[src/hw/rtl/txr_pkg.sv]
// Shared types, constants and helper functions for the torus XY route path block.
// Used by txr_ctrl, txr_datapath and torus_xy_route_path_core; depends on nothing.

package txr_pkg;

    localparam int MAX_DIM    = 16;
    localparam int NODE_W     = 8;
    localparam int CFG_W      = 5;
    localparam int GRID_RESET = 4;
    // a dimension value 1..MAX_DIM
    localparam int CNT_W      = $clog2(MAX_DIM + 1);
    // a row or column coordinate 0..MAX_DIM-1
    localparam int COORD_W    = (MAX_DIM > 1) ? $clog2(MAX_DIM) : 1;
    // node count rows*cols, wide enough to compare against any 8-bit node number
    localparam int TOTAL_W    = (2 * CNT_W > NODE_W + 1) ? 2 * CNT_W : NODE_W + 1;
    localparam int DIV_CNT_W  = $clog2(NODE_W);

    typedef enum logic [0:0] {
        REG_GRID_ROWS = 1'b0,
        REG_GRID_COLS = 1'b1
    } cfg_reg_t;

    typedef enum logic [2:0] {
        ST_IDLE,
        ST_CHECK,
        ST_DIVIDE,
        ST_SETUP,
        ST_EMIT_SRC,
        ST_COL_MOVE,
        ST_ROW_MOVE,
        ST_ERROR
    } state_t;

    typedef enum logic [3:0] {
        CMD_NONE,
        CMD_LOAD,
        CMD_DIV_START,
        CMD_DIV_STEP,
        CMD_ROUTE,
        CMD_EMIT_SRC,
        CMD_STEP_COL,
        CMD_STEP_ROW,
        CMD_EMIT_BAD
    } cmd_t;

    typedef struct packed {
        logic bad;
        logic div_done;
        logic col_zero;
        logic row_zero;
        logic col_one;
        logic row_one;
        logic out_free;
    } status_t;

    // zero reads as one, oversized values clamp to MAX_DIM
    function automatic logic [CNT_W-1:0] eff_dim(input logic [CFG_W-1:0] v);
        int w;
        w = int'(v);
        if (w == 0)
        begin
            w = 1;
        end
        else if (w > MAX_DIM)
        begin
            w = MAX_DIM;
        end
        return CNT_W'(w);
    endfunction

endpackage

[src/hw/rtl/txr_ctrl.sv]
// Controller state machine for the torus XY route path block.
// Depends on txr_pkg; drives commands into txr_datapath and reads its status.

module txr_ctrl (
    input  logic              clk,
    input  logic              rst_n,
    input  logic              s_tvalid,
    output logic              s_tready,
    input  txr_pkg::status_t  status,
    output txr_pkg::cmd_t     cmd
);

    txr_pkg::state_t state_reg;
    txr_pkg::state_t state_next;

    always_ff @(posedge clk or negedge rst_n)
    begin
        if (!rst_n)
        begin
            state_reg <= txr_pkg::ST_IDLE;
        end
        else
        begin
            state_reg <= state_next;
        end
    end

    always_comb
    begin
        state_next = state_reg;
        case (state_reg)
            txr_pkg::ST_IDLE:
            begin
                if (s_tvalid)
                begin
                    state_next = txr_pkg::ST_CHECK;
                end
            end
            txr_pkg::ST_CHECK:
            begin
                state_next = status.bad ? txr_pkg::ST_ERROR : txr_pkg::ST_DIVIDE;
            end
            txr_pkg::ST_DIVIDE:
            begin
                if (status.div_done)
                begin
                    state_next = txr_pkg::ST_SETUP;
                end
            end
            txr_pkg::ST_SETUP:
            begin
                state_next = txr_pkg::ST_EMIT_SRC;
            end
            txr_pkg::ST_EMIT_SRC:
            begin
                if (status.out_free)
                begin
                    if (!status.col_zero)
                    begin
                        state_next = txr_pkg::ST_COL_MOVE;
                    end
                    else if (!status.row_zero)
                    begin
                        state_next = txr_pkg::ST_ROW_MOVE;
                    end
                    else
                    begin
                        state_next = txr_pkg::ST_IDLE;
                    end
                end
            end
            txr_pkg::ST_COL_MOVE:
            begin
                if (status.out_free && status.col_one)
                begin
                    state_next = status.row_zero ? txr_pkg::ST_IDLE : txr_pkg::ST_ROW_MOVE;
                end
            end
            txr_pkg::ST_ROW_MOVE:
            begin
                if (status.out_free && status.row_one)
                begin
                    state_next = txr_pkg::ST_IDLE;
                end
            end
            txr_pkg::ST_ERROR:
            begin
                if (status.out_free)
                begin
                    state_next = txr_pkg::ST_IDLE;
                end
            end
            default:
            begin
                state_next = txr_pkg::ST_IDLE;
            end
        endcase
    end

    always_comb
    begin
        s_tready = 1'b0;
        cmd      = txr_pkg::CMD_NONE;
        case (state_reg)
            txr_pkg::ST_IDLE:
            begin
                s_tready = 1'b1;
                cmd      = s_tvalid ? txr_pkg::CMD_LOAD : txr_pkg::CMD_NONE;
            end
            txr_pkg::ST_CHECK:
            begin
                cmd = status.bad ? txr_pkg::CMD_NONE : txr_pkg::CMD_DIV_START;
            end
            txr_pkg::ST_DIVIDE:
            begin
                cmd = txr_pkg::CMD_DIV_STEP;
            end
            txr_pkg::ST_SETUP:
            begin
                cmd = txr_pkg::CMD_ROUTE;
            end
            txr_pkg::ST_EMIT_SRC:
            begin
                cmd = status.out_free ? txr_pkg::CMD_EMIT_SRC : txr_pkg::CMD_NONE;
            end
            txr_pkg::ST_COL_MOVE:
            begin
                cmd = status.out_free ? txr_pkg::CMD_STEP_COL : txr_pkg::CMD_NONE;
            end
            txr_pkg::ST_ROW_MOVE:
            begin
                cmd = status.out_free ? txr_pkg::CMD_STEP_ROW : txr_pkg::CMD_NONE;
            end
            txr_pkg::ST_ERROR:
            begin
                cmd = status.out_free ? txr_pkg::CMD_EMIT_BAD : txr_pkg::CMD_NONE;
            end
            default:
            begin
                cmd = txr_pkg::CMD_NONE;
            end
        endcase
    end

endmodule

[src/hw/rtl/txr_datapath.sv]
// Datapath of the torus XY route path block: operand registers, shift-subtract
// divider, ring distance logic, position stepping and the output register.
// Depends on txr_pkg; controlled by txr_ctrl through cmd and status.

module txr_datapath (
    input  logic                          clk,
    input  logic                          rst_n,
    input  txr_pkg::cmd_t                 cmd,
    output txr_pkg::status_t              status,
    input  logic [txr_pkg::NODE_W-1:0]    src_in,
    input  logic [txr_pkg::NODE_W-1:0]    dst_in,
    input  logic [txr_pkg::CNT_W-1:0]     rows,
    input  logic [txr_pkg::CNT_W-1:0]     cols,
    input  logic [txr_pkg::TOTAL_W-1:0]   total,
    input  logic                          out_ready,
    output logic                          out_valid,
    output logic [txr_pkg::NODE_W-1:0]    path_node,
    output logic                          last_hop,
    output logic                          bad_node
);

    localparam int NW = txr_pkg::NODE_W;
    localparam int CW = txr_pkg::CNT_W;
    localparam int PW = txr_pkg::COORD_W;
    localparam int TW = txr_pkg::TOTAL_W;
    localparam int DW = txr_pkg::DIV_CNT_W;

    logic [NW-1:0] src_reg;
    logic [NW-1:0] dst_reg;
    logic [NW-1:0] qs_reg;
    logic [NW-1:0] qd_reg;
    logic [CW-1:0] rs_reg;
    logic [CW-1:0] rd_reg;
    logic [DW-1:0] div_cnt_reg;
    logic [PW-1:0] cur_row_reg;
    logic [PW-1:0] cur_col_reg;
    logic [PW-1:0] col_steps_reg;
    logic [PW-1:0] row_steps_reg;
    logic          col_neg_reg;
    logic          row_neg_reg;
    logic          out_valid_reg;
    logic [NW-1:0] out_node_reg;
    logic          out_last_reg;
    logic          out_bad_reg;

    logic [CW:0]   rs_sh;
    logic [CW:0]   rd_sh;
    logic          rs_fit;
    logic          rd_fit;
    logic [CW:0]   rs_new;
    logic [CW:0]   rd_new;
    logic [PW:0]   col_route;
    logic [PW:0]   row_route;
    logic [PW-1:0] col_nxt;
    logic [PW-1:0] row_nxt;
    logic [PW-1:0] row_x;
    logic [PW-1:0] col_x;
    logic [TW-1:0] node_full;
    logic          out_free;

    // {neg, steps}: shorter way from a to b on a ring of n, ties go positive
    function automatic logic [PW:0] ring_route(input logic [PW-1:0] a,
                                               input logic [PW-1:0] b,
                                               input logic [CW-1:0] n);
        logic [CW:0] ae;
        logic [CW:0] be;
        logic [CW:0] ne;
        logic [CW:0] fwd;
        logic [CW:0] bwd;
        ae  = (CW+1)'(a);
        be  = (CW+1)'(b);
        ne  = (CW+1)'(n);
        fwd = (be >= ae) ? (be - ae) : (be + ne - ae);
        bwd = (ae >= be) ? (ae - be) : (ae + ne - be);
        if (fwd <= bwd)
        begin
            return {1'b0, fwd[PW-1:0]};
        end
        return {1'b1, bwd[PW-1:0]};
    endfunction

    // one restoring divide step per cycle, both operands in parallel
    always_comb
    begin
        rs_sh  = {rs_reg, qs_reg[NW-1]};
        rd_sh  = {rd_reg, qd_reg[NW-1]};
        rs_fit = rs_sh >= {1'b0, cols};
        rd_fit = rd_sh >= {1'b0, cols};
        rs_new = rs_fit ? (rs_sh - {1'b0, cols}) : rs_sh;
        rd_new = rd_fit ? (rd_sh - {1'b0, cols}) : rd_sh;
    end

    assign col_route = ring_route(rs_reg[PW-1:0], rd_reg[PW-1:0], cols);
    assign row_route = ring_route(qs_reg[PW-1:0], qd_reg[PW-1:0], rows);

    always_comb
    begin
        if (col_neg_reg)
        begin
            col_nxt = (cur_col_reg == '0) ? PW'(cols - 1'b1) : (cur_col_reg - 1'b1);
        end
        else
        begin
            col_nxt = ((CW+1)'(cur_col_reg) + 1'b1 >= (CW+1)'(cols)) ? '0
                      : (cur_col_reg + 1'b1);
        end
        if (row_neg_reg)
        begin
            row_nxt = (cur_row_reg == '0) ? PW'(rows - 1'b1) : (cur_row_reg - 1'b1);
        end
        else
        begin
            row_nxt = ((CW+1)'(cur_row_reg) + 1'b1 >= (CW+1)'(rows)) ? '0
                      : (cur_row_reg + 1'b1);
        end
        row_x     = (cmd == txr_pkg::CMD_STEP_ROW) ? row_nxt : cur_row_reg;
        col_x     = (cmd == txr_pkg::CMD_STEP_COL) ? col_nxt : cur_col_reg;
        node_full = TW'(row_x) * TW'(cols) + TW'(col_x);
    end

    assign out_free = !out_valid_reg || out_ready;

    always_comb
    begin
        status.bad      = (TW'(src_reg) >= total) || (TW'(dst_reg) >= total);
        status.div_done = div_cnt_reg == DW'(NW - 1);
        status.col_zero = col_steps_reg == '0;
        status.row_zero = row_steps_reg == '0;
        status.col_one  = col_steps_reg == PW'(1);
        status.row_one  = row_steps_reg == PW'(1);
        status.out_free = out_free;
    end

    always_ff @(posedge clk)
    begin
        case (cmd)
            txr_pkg::CMD_LOAD:
            begin
                src_reg <= src_in;
                dst_reg <= dst_in;
            end
            txr_pkg::CMD_DIV_START:
            begin
                qs_reg      <= src_reg;
                qd_reg      <= dst_reg;
                rs_reg      <= '0;
                rd_reg      <= '0;
                div_cnt_reg <= '0;
            end
            txr_pkg::CMD_DIV_STEP:
            begin
                qs_reg      <= {qs_reg[NW-2:0], rs_fit};
                qd_reg      <= {qd_reg[NW-2:0], rd_fit};
                rs_reg      <= rs_new[CW-1:0];
                rd_reg      <= rd_new[CW-1:0];
                div_cnt_reg <= div_cnt_reg + 1'b1;
            end
            txr_pkg::CMD_ROUTE:
            begin
                cur_row_reg   <= qs_reg[PW-1:0];
                cur_col_reg   <= rs_reg[PW-1:0];
                col_steps_reg <= col_route[PW-1:0];
                col_neg_reg   <= col_route[PW];
                row_steps_reg <= row_route[PW-1:0];
                row_neg_reg   <= row_route[PW];
            end
            txr_pkg::CMD_STEP_COL:
            begin
                cur_col_reg   <= col_nxt;
                col_steps_reg <= col_steps_reg - 1'b1;
            end
            txr_pkg::CMD_STEP_ROW:
            begin
                cur_row_reg   <= row_nxt;
                row_steps_reg <= row_steps_reg - 1'b1;
            end
            default:
            begin
            end
        endcase
    end

    always_ff @(posedge clk or negedge rst_n)
    begin
        if (!rst_n)
        begin
            out_valid_reg <= 1'b0;
        end
        else if (cmd == txr_pkg::CMD_EMIT_SRC || cmd == txr_pkg::CMD_STEP_COL ||
                 cmd == txr_pkg::CMD_STEP_ROW || cmd == txr_pkg::CMD_EMIT_BAD)
        begin
            out_valid_reg <= 1'b1;
        end
        else if (out_ready)
        begin
            out_valid_reg <= 1'b0;
        end
    end

    always_ff @(posedge clk)
    begin
        case (cmd)
            txr_pkg::CMD_EMIT_SRC:
            begin
                out_node_reg <= src_reg;
                out_last_reg <= status.col_zero && status.row_zero;
                out_bad_reg  <= 1'b0;
            end
            txr_pkg::CMD_STEP_COL:
            begin
                out_node_reg <= node_full[NW-1:0];
                out_last_reg <= status.col_one && status.row_zero;
                out_bad_reg  <= 1'b0;
            end
            txr_pkg::CMD_STEP_ROW:
            begin
                out_node_reg <= node_full[NW-1:0];
                out_last_reg <= status.row_one;
                out_bad_reg  <= 1'b0;
            end
            txr_pkg::CMD_EMIT_BAD:
            begin
                out_node_reg <= '0;
                out_last_reg <= 1'b1;
                out_bad_reg  <= 1'b1;
            end
            default:
            begin
            end
        endcase
    end

    assign out_valid = out_valid_reg;
    assign path_node = out_node_reg;
    assign last_hop  = out_last_reg;
    assign bad_node  = out_bad_reg;

    a_no_overwrite: assert property (@(posedge clk) disable iff (!rst_n)
        (cmd == txr_pkg::CMD_EMIT_SRC || cmd == txr_pkg::CMD_STEP_COL ||
         cmd == txr_pkg::CMD_STEP_ROW || cmd == txr_pkg::CMD_EMIT_BAD)
        |-> (!out_valid_reg || out_ready))
        else $error("result register overwritten while stalled");

    a_bad_is_last: assert property (@(posedge clk) disable iff (!rst_n)
        (out_valid_reg && out_bad_reg) |-> out_last_reg)
        else $error("error result not marked last");

    a_col_step_pending: assert property (@(posedge clk) disable iff (!rst_n)
        (cmd == txr_pkg::CMD_STEP_COL) |-> (col_steps_reg != '0))
        else $error("column step with no steps left");

    a_row_step_pending: assert property (@(posedge clk) disable iff (!rst_n)
        (cmd == txr_pkg::CMD_STEP_ROW) |-> (col_steps_reg == '0 && row_steps_reg != '0))
        else $error("row step out of order");

    a_rem_in_range: assert property (@(posedge clk) disable iff (!rst_n)
        (cmd == txr_pkg::CMD_ROUTE) |-> (rs_reg < cols && rd_reg < cols))
        else $error("divider remainder not below column count");

endmodule

[src/hw/rtl/torus_xy_route_path_core.sv]
// Top level of the torus XY route path block: stream ports, grid registers
// and node count. Depends on txr_pkg, txr_ctrl and txr_datapath.

// Takes a source and destination node of a rows-by-cols torus (row-major numbering,
// grid_rows and grid_cols set through the cfg port, 4x4 after reset) and streams the
// dimension-order path: source first, then column hops, then row hops, each along the
// shorter wrap direction with ties going positive; m_tlast marks the final node. A
// node outside the grid yields a single transaction with m_tuser set and node 0. A
// request first passes through the one-bit-per-cycle divider that splits both nodes into
// row and column; the path then leaves at one node per cycle while m_tready is high. A
// new request is taken while the last node of the previous path still waits in the
// output register. Write the grid registers only while no request is in progress.

module torus_xy_route_path_core (
    input  logic                            clk,
    input  logic                            rst_n,
    input  logic                            s_tvalid,
    output logic                            s_tready,
    input  logic [2*txr_pkg::NODE_W-1:0]    s_tdata,   // [7:0] source_node, [15:8] dest_node
    output logic                            m_tvalid,
    input  logic                            m_tready,
    output logic [txr_pkg::NODE_W-1:0]      m_tdata,   // [7:0] path_node
    output logic                            m_tlast,
    output logic [0:0]                      m_tuser,   // [0] bad_node
    input  logic                            cfg_valid,
    output logic                            cfg_ready,
    input  logic [0:0]                      cfg_index,
    input  logic [txr_pkg::CFG_W-1:0]       cfg_data
);

    localparam int CW = txr_pkg::CNT_W;
    localparam int TW = txr_pkg::TOTAL_W;
    localparam int NW = txr_pkg::NODE_W;

    logic [txr_pkg::CFG_W-1:0] grid_rows_reg;
    logic [txr_pkg::CFG_W-1:0] grid_cols_reg;
    logic [TW-1:0]             total_reg;
    logic [CW-1:0]             rows_eff;
    logic [CW-1:0]             cols_eff;
    txr_pkg::cmd_t             cmd;
    txr_pkg::status_t          status;
    logic                      bad_flag;

    assign cfg_ready = 1'b1;

    always_ff @(posedge clk or negedge rst_n)
    begin
        if (!rst_n)
        begin
            grid_rows_reg <= txr_pkg::CFG_W'(txr_pkg::GRID_RESET);
            grid_cols_reg <= txr_pkg::CFG_W'(txr_pkg::GRID_RESET);
        end
        else if (cfg_valid)
        begin
            case (txr_pkg::cfg_reg_t'(cfg_index))
                txr_pkg::REG_GRID_ROWS:
                begin
                    grid_rows_reg <= cfg_data;
                end
                txr_pkg::REG_GRID_COLS:
                begin
                    grid_cols_reg <= cfg_data;
                end
                default:
                begin
                end
            endcase
        end
    end

    assign rows_eff = txr_pkg::eff_dim(grid_rows_reg);
    assign cols_eff = txr_pkg::eff_dim(grid_cols_reg);

    // node count is registered from the effective grid dimensions
    always_ff @(posedge clk or negedge rst_n)
    begin
        if (!rst_n)
        begin
            total_reg <= TW'(txr_pkg::GRID_RESET * txr_pkg::GRID_RESET);
        end
        else
        begin
            total_reg <= TW'(rows_eff) * TW'(cols_eff);
        end
    end

    txr_ctrl u_ctrl (
        .clk      (clk),
        .rst_n    (rst_n),
        .s_tvalid (s_tvalid),
        .s_tready (s_tready),
        .status   (status),
        .cmd      (cmd)
    );

    txr_datapath u_datapath (
        .clk       (clk),
        .rst_n     (rst_n),
        .cmd       (cmd),
        .status    (status),
        .src_in    (s_tdata[NW-1:0]),
        .dst_in    (s_tdata[2*NW-1:NW]),
        .rows      (rows_eff),
        .cols      (cols_eff),
        .total     (total_reg),
        .out_ready (m_tready),
        .out_valid (m_tvalid),
        .path_node (m_tdata),
        .last_hop  (m_tlast),
        .bad_node  (bad_flag)
    );

    assign m_tuser = bad_flag;

endmodule
[config.mk]
export PLATFORM = sky130hd
export DESIGN_NAME = torus_xy_route_path_core
export DESIGN_NICKNAME = d
export VERILOG_FILES = /design/src/hw/rtl/txr_pkg.sv /design/src/hw/rtl/txr_ctrl.sv /design/src/hw/rtl/txr_datapath.sv /design/src/hw/rtl/torus_xy_route_path_core.sv
export SDC_FILE = /design/constraint.sdc
export NUM_CORES = 1
export LEC_CHECK = 0
export BUFFER_PORTS_ARGS = -buffer_cell sky130_fd_sc_hd__buf_2
export CAP_MARGIN = 5
export CORE_MARGIN = 3
export CORE_UTILIZATION = 48
export CTS_BUF_LIST = sky130_fd_sc_hd__clkbuf_16
export CTS_CLUSTER_DIAMETER = 30
export DETAILED_ROUTE_END_ITERATION = 10
export GPL_TIMING_DRIVEN = 0
export PLACE_DENSITY = 0.69
export RECOVER_POWER = 100
export SLEW_MARGIN = 20
export SYNTH_ARGS = -nofsm -noshare
export SYNTH_HDL_FRONTEND = slang
export SYNTH_SLANG_ARGS = --single-unit
[constraint.sdc]
create_clock -name clk -period 15.6 [get_ports clk]
set_clock_uncertainty 0.05 [all_clocks]
set_input_delay 1.56 -clock clk [delete_from_list [all_inputs] [get_ports clk]]
set_output_delay 1.56 -clock clk [all_outputs]
set_load 0.005 [all_outputs]
**Word-level counts from Yosys, hierarchy flattened**

Index checks and enable logic that the tools add are counted.

- Input port bits: 27
- Output and inout bits: 13
- Logic and storage cells: 173
- Register bits after elaboration: 97

- Add/subtract/negate cells: 26
- Bitwise gates (word level): 1
- Magnitude comparators: 14
- Reductions and logical operators: 29
- $mul: 2
- Eq/ne operators: 24
- Multiplexer cells: 56

Operators by type and width:

| kind | number |
|---|---|
| $mux W4 | 11 |
| $mux W5 | 8 |
| $mux W3 | 12 |
| $pmux W4 S2 | 4 |
| $pmux W4 S8 | 1 |
| $pmux W8 S2 | 2 |
| $add A4 B5 Y6 | 4 |
| $mux W6 | 4 |
| $pmux W3 S8 | 1 |
| $pmux W8 S3 | 1 |
| $sub A4 B1 Y4 const B | 6 |
| $sub A6 B4 Y6 | 4 |
| $ge A8 B10 Y1 | 2 |
| $pmux W5 S2 | 2 |
| $sub A4 B4 Y5 | 4 |
| $eq A4 B3 Y1 const B | 4 |
| $ge A4 B4 Y1 | 4 |
| $logic_not A4 Y1 | 4 |
| $eq A3 B3 Y1 const B | 5 |
| $eq A4 B1 Y1 const B | 3 |
| $ge A6 B5 Y1 | 2 |
| $le A6 B6 Y1 | 2 |
| $add A4 B1 Y5 const B | 2 |
| $ge A5 B5 Y1 | 2 |
| other kinds (31) | 58 |

**Longest topological paths before layout**

Gate-level depths: netlist of the first run.

- Depth after elaboration: 10
- Gate-level depth with buffers: 23
- Mapped depth without buffers: 22

**Modules after synthesis**

A second synthesis of the first run with hierarchy kept.

- Cells, all modules: 978
- Area total of the unflattened synthesis: 9298.9 um2

Modules (own cells, without submodules):

| module | instances | cells an instance | sequential area each (um2) | area each (um2) |
|---|---|---|---|---|
| txr_datapath | 1 | 795 | 2217.1 | 7529.7 |
| torus_xy_route_path_core | 1 | 142 | 504.2 | 1455.1 |
| txr_ctrl | 1 | 41 | 75.1 | 314.1 |

**Worst setup path before layout of the first run**

OpenSTA, ideal clock, no wires.

- Path type: input -> register
- From: input m_tready
- To: register u_datapath.out_node_reg[7], in the netlist u_datapath.path_node[7], data pin
- Arrival time: 5741 ps
- Stages: 19
- Setup time: 261 ps
- Path buffers: 1
- Data required time: 15289 ps
- Path slack: 9548 ps
- Cell sequence: nor2b_1 nand2b_1 inv_2 nand3_1 clkbuf_1 a21oi_1 o22a_1 nand2b_1 fa_1 fa_1 fa_1 inv_1 ha_1 a211oi_1 o21ai_1 a21oi_1 xor2_1 a211oi_1 a221o_1

- Longest elaborated chain between the ends: 8
- Elaborated cells between the ends (all ways): 16
- Classes of those cells: add/sub (1); mul (1); eq/ne (4); mux (8); reduce/logical (2)

Ends and longest elaborated chain:

| element | line | RTL |
|---|---|---|
| start: declaration | torus_xy_route_path_core.sv:21 | `input logic m_tready,` |
| $logic_or A1 B1 Y1 (*) | txr_datapath.sv:121 | `assign out_free = !out_valid_reg \|\| out_ready;` |
| $mux W3, or another cell as far along | txr_ctrl.sv:132 | `cmd = status.out_free ? txr_pkg::CMD_STEP_ROW : txr_pkg::CMD_NONE;` |
| $pmux W4 S8 (*) | txr_ctrl.sv:104 | `case (state_reg)` |
| $eq A4 B3 Y1 | txr_datapath.sv:116, txr_datapath.sv:202 |  |
| $mux W4 | txr_datapath.sv:116 | `row_x = (cmd == txr_pkg::CMD_STEP_ROW) ? row_nxt : cur_row_reg;` |
| $mul A4 B5 Y8 | txr_datapath.sv:118 | `node_full = TW'(row_x) * TW'(cols) + TW'(col_x);` |
| $add A8 B4 Y8 | txr_datapath.sv:118 |  |
| $pmux W8 S3 (*) | txr_datapath.sv:202 | `case (cmd)` |
| end signal: assignment | txr_datapath.sv:205 | `out_node_reg <= src_reg;` |
| end signal: assignment | txr_datapath.sv:211 | `out_node_reg <= node_full[NW-1:0];` |
| end signal: assignment | txr_datapath.sv:217 | `out_node_reg <= node_full[NW-1:0];` |
| end: declaration | txr_datapath.sv:42 | `logic [NW-1:0] out_node_reg;` |

Every way passes the cells marked *; elsewhere a longest branch is shown, timed or not.
A chain may end at the register's enable or synchronous reset.

**Worst setup path after layout of the first run**

- From: register grid_rows_reg[4] (netlist name)
- To: register u_datapath.out_node_reg[7], in the netlist u_datapath.path_node[7], data pin

- Longest elaborated chain between the ends: 10
- Elaborated cells between the ends (all ways): 13
- Classes of those cells: add/sub (2); mul (1); order compare (2); mux (7); reduce/logical (1)

Ends and longest elaborated chain:

| element | line | RTL |
|---|---|---|
| start: declaration | torus_xy_route_path_core.sv:35 | `logic [txr_pkg::CFG_W-1:0] grid_rows_reg;` |
| start signal: assignment | torus_xy_route_path_core.sv:50 | `grid_rows_reg <= txr_pkg::CFG_W'(txr_pkg::GRID_RESET);` |
| start signal: assignment | torus_xy_route_path_core.sv:58 | `grid_rows_reg <= cfg_data;` |
| $gt A5 B5 Y1 | txr_pkg.sv:64 | `else if (w > MAX_DIM)` |
| $mux W5 | txr_pkg.sv:64 |  |
| $mux W5 (*) | txr_pkg.sv:60 | `if (w == 0)` |
| $sub A4 B1 Y4 or $ge A5 B5 Y1 (tied branches) | txr_datapath.sv:109, txr_datapath.sv:113 |  |
| $mux W4 (on tied branches) | txr_datapath.sv:109, txr_datapath.sv:113 |  |
| $mux W4 (*) | txr_datapath.sv:107 | `if (row_neg_reg)` |
| $mux W4 (*) | txr_datapath.sv:116 |  |
| $mul A4 B5 Y8 (*) | txr_datapath.sv:118 |  |
| $add A8 B4 Y8 (*) | txr_datapath.sv:118 |  |
| $pmux W8 S3 (*) | txr_datapath.sv:202 |  |

Marked as above.

==> results of run 1 <==
[worst max-delay path, cell delays in order (launching register included)]
cell and delay (ns):
dfrtp_1 0.36, clkbuf_1 0.50, inv_1 0.37, o21ai_0 0.42, inv_1 0.19, ha_1 0.31
nand2b_1 0.14, a31oi_1 0.21, o21a_1 0.26, a221o_1 0.23, o21ai_0 0.26, or2_0 0.31
fa_1 0.47, fa_1 0.52, fa_1 0.56, inv_1 0.05, ha_1 0.34, a211oi_1 0.32
o21ai_0 0.14, a21oi_1 0.19, xor2_1 0.21, a211oi_1 0.07, a221o_1 0.28
[layout make-up]
class / instances / share of cell area, %
inverters: 126 / 4.754
clock buffers: 9 / 2.264
flip-flops and latches: 97 / 28.11
repair buffers: 38 / 1.723
plain buffers: 26 / 1.056
well taps: 229 / 2.880
clock inverters: 7 / 0.8175
multi-input cells: 725 / 58.40
[placed cells by master, fill, tap and decap left out, types with 5 or more instances in the layout]
master / instances
ha_1: 129
inv_1: 123
nor2_1: 85
nand2_1: 73
edfxtp_1: 73
a21oi_1: 45
o21ai_0: 45
fa_1: 39
clkbuf_1: 36
xnor2_1: 32
buf_2: 26
a21o_1: 23
nor2b_1: 21
dfrtp_1: 21
mux2i_1: 16
nand3_1: 15
nand2b_1: 14
xor2_1: 14
a31oi_1: 13
o21a_1: 13
mux2_2: 11
o211ai_1: 10
a211oi_1: 10
nor3_1: 10
clkbuf_16: 9
a21boi_0: 7
o21bai_1: 7
o221ai_1: 5
and2_1: 5
[cell families (layout without fill, tap and decap cells)]
kind of cell             count (synthesis)  in the layout  synth area share, %
AND/OR/NAND/NOR                        260            260                13.52
AO/OA/AOI/OAI                          221            221                15.93
adder cells (fa/ha/maj)                168            168                26.06
buffers and inverters                  152            206                6.291
flip-flops                              97             97                30.43
XOR/XNOR                                46             46                4.385
multiplexers                            29             29                3.336
other                                    1              1              0.04081
[per-layer routing]
metal	GRT usage, %	vias up	part of all wire [%]
met2	34.04	202	44
met4	6.038	0	1.9
met3	2.877	25	5.3
li1	-	3493	-
met5	0	-	0
met1	32.12	3420	48
[through the flow]
stage | cell area, um^2 | hold slack (ns) | instances | power (mW) | utilization [%]
floorplan | 9189 | 0.4336 | 974 | 1.101 | -
global placement | 9666 | 0.4367 | 1241 | 1.307 | 52.55
detailed placement | 9666 | 0.4444 | 1241 | 1.325 | 52.55
CTS | 9972 | 0.4654 | 1257 | 1.569 | 54.22
global route | 9948 | 0.4860 | 1257 | 1.715 | 54.09
finish | 9948 | 0.4660 | 1257 | 1.566 | 54.09
[power by group through the flow]
stage          clock network, mW  registers (mW)  logic (mW)
6_report                   0.237           0.405       0.924
4_1_cts                    0.241           0.404       0.924
3_5_place_dp                   0           0.408       0.916
5_1_grt                    0.251           0.412        1.05
2_1_floorplan                  0           0.396       0.705
3_3_place_gp                   0           0.408       0.899
[worst max-delay path by stage]
stage	start	end	slack (ns)	cells after the start
final	grid_rows_reg[4]	u_datapath.path_node[7]	8.56	22
after global routing	grid_rows_reg[4]	u_datapath.path_node[7]	8.15	22
after CTS	grid_rows_reg[4]	u_datapath.path_node[7]	8.66	22
after detailed placement	grid_rows_reg[4]	u_datapath.path_node[7]	8.68	22
after global placement	grid_rows_reg[4]	u_datapath.path_node[7]	8.67	22
after floorplan	m_tready	u_datapath.path_node[7]	9.55	19
==> results.py, run 1 <==
metrics = {
    "outcome": {
        "status": "finished clean",
    },
    "worst_setup_path": {
        "worst_setup_path_end_kind": "register",
        "r2r_cells": 22,
        "cp_max_fo": 10,
        "required_ns": 15.65,
        "cp.arrival_ns": 7.09,
        "crit_type": "register to register",
        "cp-start-kind": "register",
        "rr_endpoint": "u_datapath.path_node[7]",
        "ff2ff_setup_slack_ns": 8.56,
        "r2r-start": "grid_rows_reg[4]",
    },
    "clock_network": {
        "cts_buffers": 9,
        "cts_tree": "done",
        "clockRootBuffer": "clkbuf_16",
        "post_cts_resized": 0,
        "postCtsSetupRepairBufs": 0,
        "clk_pin_slew_worst_paths_ns": 0.07,
        "cts_buffer_depth": 2,
        "htreeDepth": 3,
        "hold_buffers": 0,
        "worstSkewPairLatency_ns": 0.36,
        "cts_num_sinks": 97,
    },
    "timing": {
        "finalWorstPathRequiredPeriod_ns": 7.039,
        "hold_violations": 0,
        "max_freq_mhz": 142.1,
        "rsz0062_at_grt": "false",
        "fin_ws_ns": 8.561,
        "fin_tns_setup_ns": 0,
        "slew_headroom_pct": 6.723,
        "layout_worst_path_cycle_share_pct": 45.12,
        "setup_viol_count_final": 0,
        "worstMarginPinSlew_ns": 1.399,
        "slew_viol_final": 0,
    },
    "drt": {
        "vias": 7140,
        "wire_per_inst_um": 17.35,
        "dr.pass1.iters": 6,
        "drc_errors": 0,
        "wl_um": 21810,
        "vias_per_cell": 5.680,
        "drt-initial-drc-count": 562,
        "antenna_left": 0,
    },
    "power": {
        "p_sw_uw": 693.6,
        "p_sw_share_pct": 44.30,
        "seq_power_share_pct": 25.9,
        "power.density_mw_per_mm2": 157.4,
        "ir_worst_vdd_v": 0.00006533,
        "power_frac_comb_pct": 59.0,
        "internal_power_uw": 872.1,
        "power_frac_clock_pct": 15.1,
        "p_leak_nw": 4.528,
    },
    "final_layout": {
        "area_growth_pct": 8.265,
        "largest_reg_flops": 10,
        "regArea_mm2": 0.002796,
        "multi_input_area_mm2": 0.005809,
        "diodes": 0,
        "fin_nets": 1218,
        "fillers": 1714,
        "drive_above_1_share_pct": 6.615,
    },
    "synthesis": {
        "synth_largest_area_cell": "edfxtp_1",
        "synth.cell_area_mm2": 0.009189,
        "synth-main-ff-cell": "edfxtp_1",
        "yosys_warnings": 0,
        "yosys.cell_count.top_type": "ha_1",
        "yosysTopAreaCellShare_pct": 23.86,
        "synth_edf_count": 73,
        "async_flop_share_pct": 24.74,
        "synth_fp_nets": 1169,
        "ys_seq_area_share_pct": 30.43,
        "synth_common_cells": "ha_1, inv_1, nor2_1",
        "ys_seq_elements": 97,
        "synth_area_per_cell_um2": 9.434,
        "synth.distinct_cells": 72,
        "synthCells": 974,
        "synthTopCellsByArea": "edfxtp_1, ha_1, fa_1",
    },
    "place": {
        "portBuffers": 38,
        "dp_hpwl_um": 17130,
        "gp_congestion": 0.9369,
        "pre_cts_ws_ns": 8.676,
    },
    "floorplan": {
        "dieHeight_um": 144.4,
        "dieArea_mm2": 0.02084,
        "ioPinCount": 40,
        "initial_core_util_pct": 49.96,
        "core_mm2": 0.01839,
        "core.rowCount": 49,
        "dieWidth_um": 144.4,
    },
    "min_path": {
        "min_path_type": "register to register",
        "hold_path_depth": 2,
        "min_to": "u_datapath.qs_reg[6]",
        "worstHoldStart": "u_datapath.qs_reg[5]",
    },
    "grt": {
        "grt_pass1_wl_um": 35380,
        "grt_overflow_total": 0,
        "grt_max_degree": 30,
        "grtUsageTotal_pct": 21.85,
        "grt_pass1_vias": 6845,
        "grt_antenna_before_repair": 0,
    },
    "run": {
        "maxCapViolCount": 0,
    },
}
No activity file was read; power rests on OpenSTA's default activity.
==> run 2, diff against run 1 <==
==> constraint.sdc (replaced) <==
create_clock -name clk -period 6.5 [get_ports clk]
set_clock_uncertainty 0.05 [all_clocks]
set_input_delay 0.65 -clock clk [delete_from_list [all_inputs] [get_ports clk]]
set_output_delay 0.65 -clock clk [all_outputs]
set_load 0.005 [all_outputs]
==> run 2 against run 1 <==
Effect of this change:
- first-iteration DRC count increased by 14%
- design area increased by 0.58%
- wire length increased by 0.36%
- worst hold slack got worse by 0.058 ns
- clock power increased by 140%
- die area unchanged
==> results.py, run 2 (synthesis results as in run 1) <==
metrics = {
    "grt": {
        "grt_max_degree": 30,
        "grt_overflow_total": 0,
        "grt_pass1_wl_um": 35400,
        "grt_pass1_vias": 6846,
        "grtUsageTotal_pct": 21.86,
        "grt_antenna_before_repair": 0,
    },
    "floorplan": {
        "core_mm2": 0.01839,
        "dieArea_mm2": 0.02084,
        "dieWidth_um": 144.4,
        "dieHeight_um": 144.4,
        "ioPinCount": 40,
        "core.rowCount": 49,
        "initial_core_util_pct": 49.96,
    },
    "drt": {
        "vias": 7146,
        "drt-initial-drc-count": 643,
        "wire_per_inst_um": 17.38,
        "dr.pass1.iters": 5,
        "antenna_left": 0,
        "vias_per_cell": 5.676,
        "drc_errors": 0,
        "wl_um": 21890,
    },
    "final_layout": {
        "area_growth_pct": 8.891,
        "fin_nets": 1220,
        "layout_commonest_cell": "ha_1",
        "largest_reg_flops": 10,
        "diodes": 0,
        "mostFrequentLayoutCells": "ha_1, inv_1, nor2_1",
        "drive_above_1_share_pct": 8.738,
    },
    "place": {
        "gp_congestion": 0.9369,
        "portBuffers": 38,
        "dp_hpwl_um": 17130,
    },
    "timing": {
        "max_freq_mhz": 161.5,
        "hold_violations": 0,
        "setup_viol_count_final": 0,
        "slew_headroom_pct": 6.110,
        "worstMarginPinSlew_ns": 1.408,
        "fin_tns_setup_ns": 0,
        "finalWorstPathRequiredPeriod_ns": 6.191,
        "layout_worst_path_cycle_share_pct": 95.24,
        "rsz0062_at_grt": "false",
        "slew_viol_final": 0,
    },
    "worst_setup_path": {
        "worst_setup_path_end_kind": "register",
        "cp.arrival_ns": 6.24,
        "crit_type": "register to register",
        "cpPeakStageDelay_ns": 0.56,
        "crit_path_top_delay_cell": "fa_1",
        "cp-start-kind": "register",
        "cp_max_fo": 10,
        "crit_top_cell": "fa_1",
        "path_cells": "clkbuf_4 > clkinvlp_4 > o21ai_4 > inv_1 > ha_1 > nand2b_1 > a31oi_1 > o21a_1 > nand2_1 > a31o_2 > or2_1 > fa_1 > fa_1 > fa_1 > inv_1 > ha_1 > a211oi_2 > o21ai_1 > a21oi_1 > xor2_1 > a211oi_1 > a221o_1",
        "required_ns": 6.55,
        "r2r_cells": 22,
    },
    "clock_network": {
        "worstSkewPairLatency_ns": 0.36,
        "cts_num_sinks": 97,
        "clockRootBuffer": "clkbuf_16",
        "htreeDepth": 3,
        "clk_pin_slew_worst_paths_ns": 0.07,
        "cts_buffer_depth": 2,
        "hold_buffers": 0,
        "cts_buffers": 9,
        "cts_tree": "done",
    },
    "outcome": {
        "status": "finished clean",
    },
    "power": {
        "power.density_mw_per_mm2": 378.9,
        "p_total_mw": 3.791,
        "ir_worst_vdd_v": 0.0001578,
        "p_leak_nw": 4.581,
    },
    "run": {
        "maxCapViolCount": 0,
    },
    "min_path": {
        "min_path_type": "primary input to register",
        "hold_path_depth": 1,
    },
}
## run 2: cell count changes in the layout (fill, tap and decap cells not counted), sizes merged
cell and change:
clkinv -1, clkbuf -11, clkinvlp +1, buf +13
## run 2: cell type report
type | instances | area, um^2
Inverter | 126 | 476.7
Multi-Input combinational cell | 725 | 5831
Sequential cell | 97 | 2796
Buffer | 26 | 108.9
Timing Repair Buffer | 40 | 200.2
Fill cell | 1704 | 8387
Clock inverter | 7 | 81.33
Tap cell | 229 | 286.5
Clock buffer | 9 | 225.2
## run 2: critical path: cells and delay by family, from the launching register on
family	cells	cell delay (ns)
XOR/XNOR	1	0.21
AND/OR/NAND/NOR	3	0.52
AO/OA/AOI/OAI	9	1.86
flip-flops	1	0.37
adder cells (fa/ha/maj)	5	2.22
buffers and inverters	4	0.69
## run 2: worst paths after layout
| check | slack [ns] | from | end |
|---|---|---|---|
| max | 0.31 | grid_rows_reg[4] | u_datapath.path_node[7] |
| min | 0.41 | s_tdata[13] | u_datapath.dst_reg[5] |
| max reg2reg | 0.31 | grid_rows_reg[4] | u_datapath.path_node[7] |
| min reg2reg | 0.46 | u_datapath.qs_reg[5] | u_datapath.qs_reg[6] |
| max in group asynchronous | 5.02 | rst_n | grid_rows_reg[3] |
| min in group asynchronous | 0.55 | rst_n | u_datapath.out_valid |
## run 2: per-stage QoR
step	cell area, um^2	setup WS, ns	utilization, %	hold slack (ns)	instances
3_5_place_dp	9666	-0.4236	52.55	0.4444	1241
6_report	10010	0.3091	54.40	0.4084	1259
2_1_floorplan	9189	0.6888	-	0.3044	974
3_3_place_gp	9666	-0.4312	52.55	0.4367	1241
5_1_grt	10010	0.002821	54.40	0.3979	1259
4_1_cts	9977	0.1547	54.24	0.2471	1257
## run 2: repair_timing
| item | in CTS | in global routing |
|---|---|---|
| endpoints found under the setup margin | 3 | 1 |
| setup buffers | 0 | 2 |
| gates resized for setup | 3 | 5 |
| cloned | 0 | 0 |
## run 2: per-layer routing
metal / routed length, um / global-route usage (%) / vias to the layer above
met5: 0 / 0 / -
met2: 9730 / 34.04 / 215
met1: 10550 / 32.15 / 3411
li1: - / - / 3496
met3: 1222 / 2.877 / 24
met4: 382 / 6.038 / 0
## run 2: report_power, final
part	switching, mW	internal, mW
Combinational	1.32	0.930
Sequential	0.0960	0.875
Clock	0.262	0.306
Total	1.68	2.11
==> run 3, diff against run 2 <==
--- a/config.mk
+++ b/config.mk
@@ -7,13 +7,13 @@
 export LEC_CHECK = 0
 export BUFFER_PORTS_ARGS = -buffer_cell sky130_fd_sc_hd__buf_2
 export CAP_MARGIN = 5
-export CORE_MARGIN = 3
+export CORE_MARGIN = 1
 export CORE_UTILIZATION = 48
 export CTS_BUF_LIST = sky130_fd_sc_hd__clkbuf_16
 export CTS_CLUSTER_DIAMETER = 30
 export DETAILED_ROUTE_END_ITERATION = 10
 export GPL_TIMING_DRIVEN = 0
-export PLACE_DENSITY = 0.69
+export PLACE_DENSITY = 0.64
 export RECOVER_POWER = 100
 export SLEW_MARGIN = 20
 export SYNTH_ARGS = -nofsm -noshare
==> run 3 against run 2 <==
Effect of this change:
- setup slack worse by 0.0032 ns
- register-to-register slack about the same
- flip-flop and latch count is the same
- critical path depth down 1
- wire length down 0.65%
- via count down 2.2%
- design area about the same
- critical endpoint unchanged
- largest power group unchanged
- highest routed layer unchanged
==> results.py, run 3 (synthesis results as in run 1) <==
metrics = {
    "grt": {
        "grt_max_degree": 30,
        "grt_pass1_wl_um": 35040,
        "grt_overflow_total": 0,
        "grt_pass1_vias": 6806,
        "grt_antenna_before_repair": 0,
        "grtUsageTotal_pct": 23.30,
    },
    "power": {
        "p_total_mw": 3.724,
        "p_leak_nw": 4.562,
        "ir_worst_vdd_v": 0.0001754,
        "power.density_mw_per_mm2": 372.4,
    },
    "place": {
        "gp_congestion": 0.9372,
        "portBuffers": 38,
        "dp_hpwl_um": 17230,
        "place_inst": 1246,
    },
    "worst_setup_path": {
        "cp_max_fo": 10,
        "required_ns": 6.56,
        "worst_setup_path_end_kind": "register",
        "cp.arrival_ns": 6.26,
        "cp-start-kind": "register",
        "crit_type": "register to register",
    },
    "drt": {
        "wire_per_inst_um": 17.20,
        "antenna_left": 0,
        "wl_um": 21740,
        "dr.pass1.iters": 5,
        "vias": 6988,
        "drc_errors": 0,
        "vias_per_cell": 5.528,
        "drt-initial-drc-count": 462,
    },
    "floorplan": {
        "ioPinCount": 40,
        "dieWidth_um": 140.4,
        "initial_core_util_pct": 49.12,
        "dieArea_mm2": 0.01970,
        "dieHeight_um": 140.4,
        "core_mm2": 0.01871,
        "core.rowCount": 50,
    },
    "final_layout": {
        "largest_reg_flops": 10,
        "multi_input_area_mm2": 0.005827,
        "layout_commonest_cell": "ha_1",
        "fin_cells": 1264,
        "fin_nets": 1220,
        "regArea_mm2": 0.002796,
        "area_growth_pct": 8.810,
        "mostFrequentLayoutCells": "ha_1, inv_1, nor2_1",
        "drive_above_1_share_pct": 8.350,
        "diodes": 0,
        "fillers": 1747,
    },
    "timing": {
        "hold_violations": 0,
        "finalWorstPathRequiredPeriod_ns": 6.194,
        "max_freq_mhz": 161.4,
        "slew_viol_final": 0,
        "layout_worst_path_cycle_share_pct": 95.29,
        "slew_headroom_pct": 1.354,
        "rsz0062_at_grt": "false",
        "worstMarginPinSlew_ns": 1.480,
        "setup_viol_count_final": 0,
    },
    "clock_network": {
        "cts_buffers": 9,
        "worstSkewPairLatency_ns": 0.37,
        "cts_num_sinks": 97,
        "clk_pin_slew_worst_paths_ns": 0.08,
        "cts_buffer_depth": 2,
        "htreeDepth": 3,
        "cts_tree": "done",
        "hold_buffers": 0,
        "clockRootBuffer": "clkbuf_16",
    },
    "min_path": {
        "min_path_type": "primary input to register",
    },
    "run": {
        "maxCapViolCount": 0,
    },
    "outcome": {
        "status": "finished clean",
    },
}
-- run 3: cell types whose count changed in the layout (fill, tap and decap cells not counted), sizes merged --
cell | previous run | this run
bufinv | 1 | 0
clkinv | 1 | 2
clkinvlp | 1 | 2
clkbuf | 34 | 36
buf | 41 | 39
inv | 130 | 129
-- run 3: path summary, 6_finish.rpt --
path / startpoint / to / slack (ns) / cells past startpoint
min in group asynchronous: rst_n / u_datapath.out_valid / 0.58 / 1
setup / recovery: grid_rows_reg[4] / u_datapath.path_node[7] / 0.31 / 21
max in group asynchronous: rst_n / total_reg[2] / 4.95 / 1
hold / removal: s_tdata[0] / u_datapath.src_reg[0] / 0.41 / 1
setup reg to reg: grid_rows_reg[4] / u_datapath.path_node[7] / 0.31 / 21
hold reg to reg: u_datapath.qs_reg[4] / u_datapath.qs_reg[5] / 0.46 / 2
-- run 3: critical path: stages (launching register included) --
cell and delay (ns):
dfrtp_1 0.40, clkbuf_4 0.23, nor2b_1 0.39, inv_1 0.25, ha_1 0.25, a21o_1 0.15
a31oi_1 0.22, o21a_2 0.23, nand2_1 0.12, a31o_2 0.30, or2_0 0.23, fa_1 0.53
fa_1 0.54, fa_1 0.55, inv_1 0.04, ha_1 0.34, a211oi_2 0.28, o21ai_1 0.11
a21oi_1 0.18, xor2_1 0.21, a211oi_1 0.06, a221o_1 0.28
-- run 3: report_power, final --
group          internal, mW  total, mW  leakage, nW  switching (mW)
Clock                 0.272      0.542        0.143           0.270
Sequential            0.875      0.966        0.967          0.0915
Combinational         0.921       2.22         3.45            1.29
Total                  2.07       3.72         4.56            1.66
-- run 3: repair_timing --
item,4_1_cts,5_1_grt
buffers inserted,0,2
setup endpoints to repair,3,2
resized for setup,3,6
-- run 3: routing by layer --
metal | track usage [%] | wire length (um) | up-vias
li1 | - | - | 3496
met1 | 31.50 | 9959 | 3283
met2 | 37.63 | 9867 | 177
met3 | 4.479 | 1452 | 32
met4 | 7.345 | 462 | 0
met5 | 0 | 0 | -
-- run 3: final cells by class --
cell class	count	area share, %
tap	234	2.928
clock inverter	7	0.7258
timing repair buffer	40	1.990
sequential	97	27.97
buffer	26	1.089
clock buffer	9	2.253
multi-input combinational	725	58.28
inverter	126	4.768
-- run 3: per-stage QoR --
stage | util [%] | cell area, um^2 | setup WS [ns] | TNS (ns) | hold WS [ns]
after CTS | 53.32 | 9975 | 0.02701 | 0 | 0.2540
after detailed placement | 51.71 | 9672 | -0.5651 | -1.019 | 0.4464
final | 53.45 | 9998 | 0.3059 | 0 | 0.4080
after global routing | 53.45 | 9998 | 0.02442 | 0 | 0.3974
after global placement | 51.71 | 9672 | -0.6200 | -1.192 | 0.4382
after floorplan | - | 9189 | 0.6888 | 0 | 0.3044
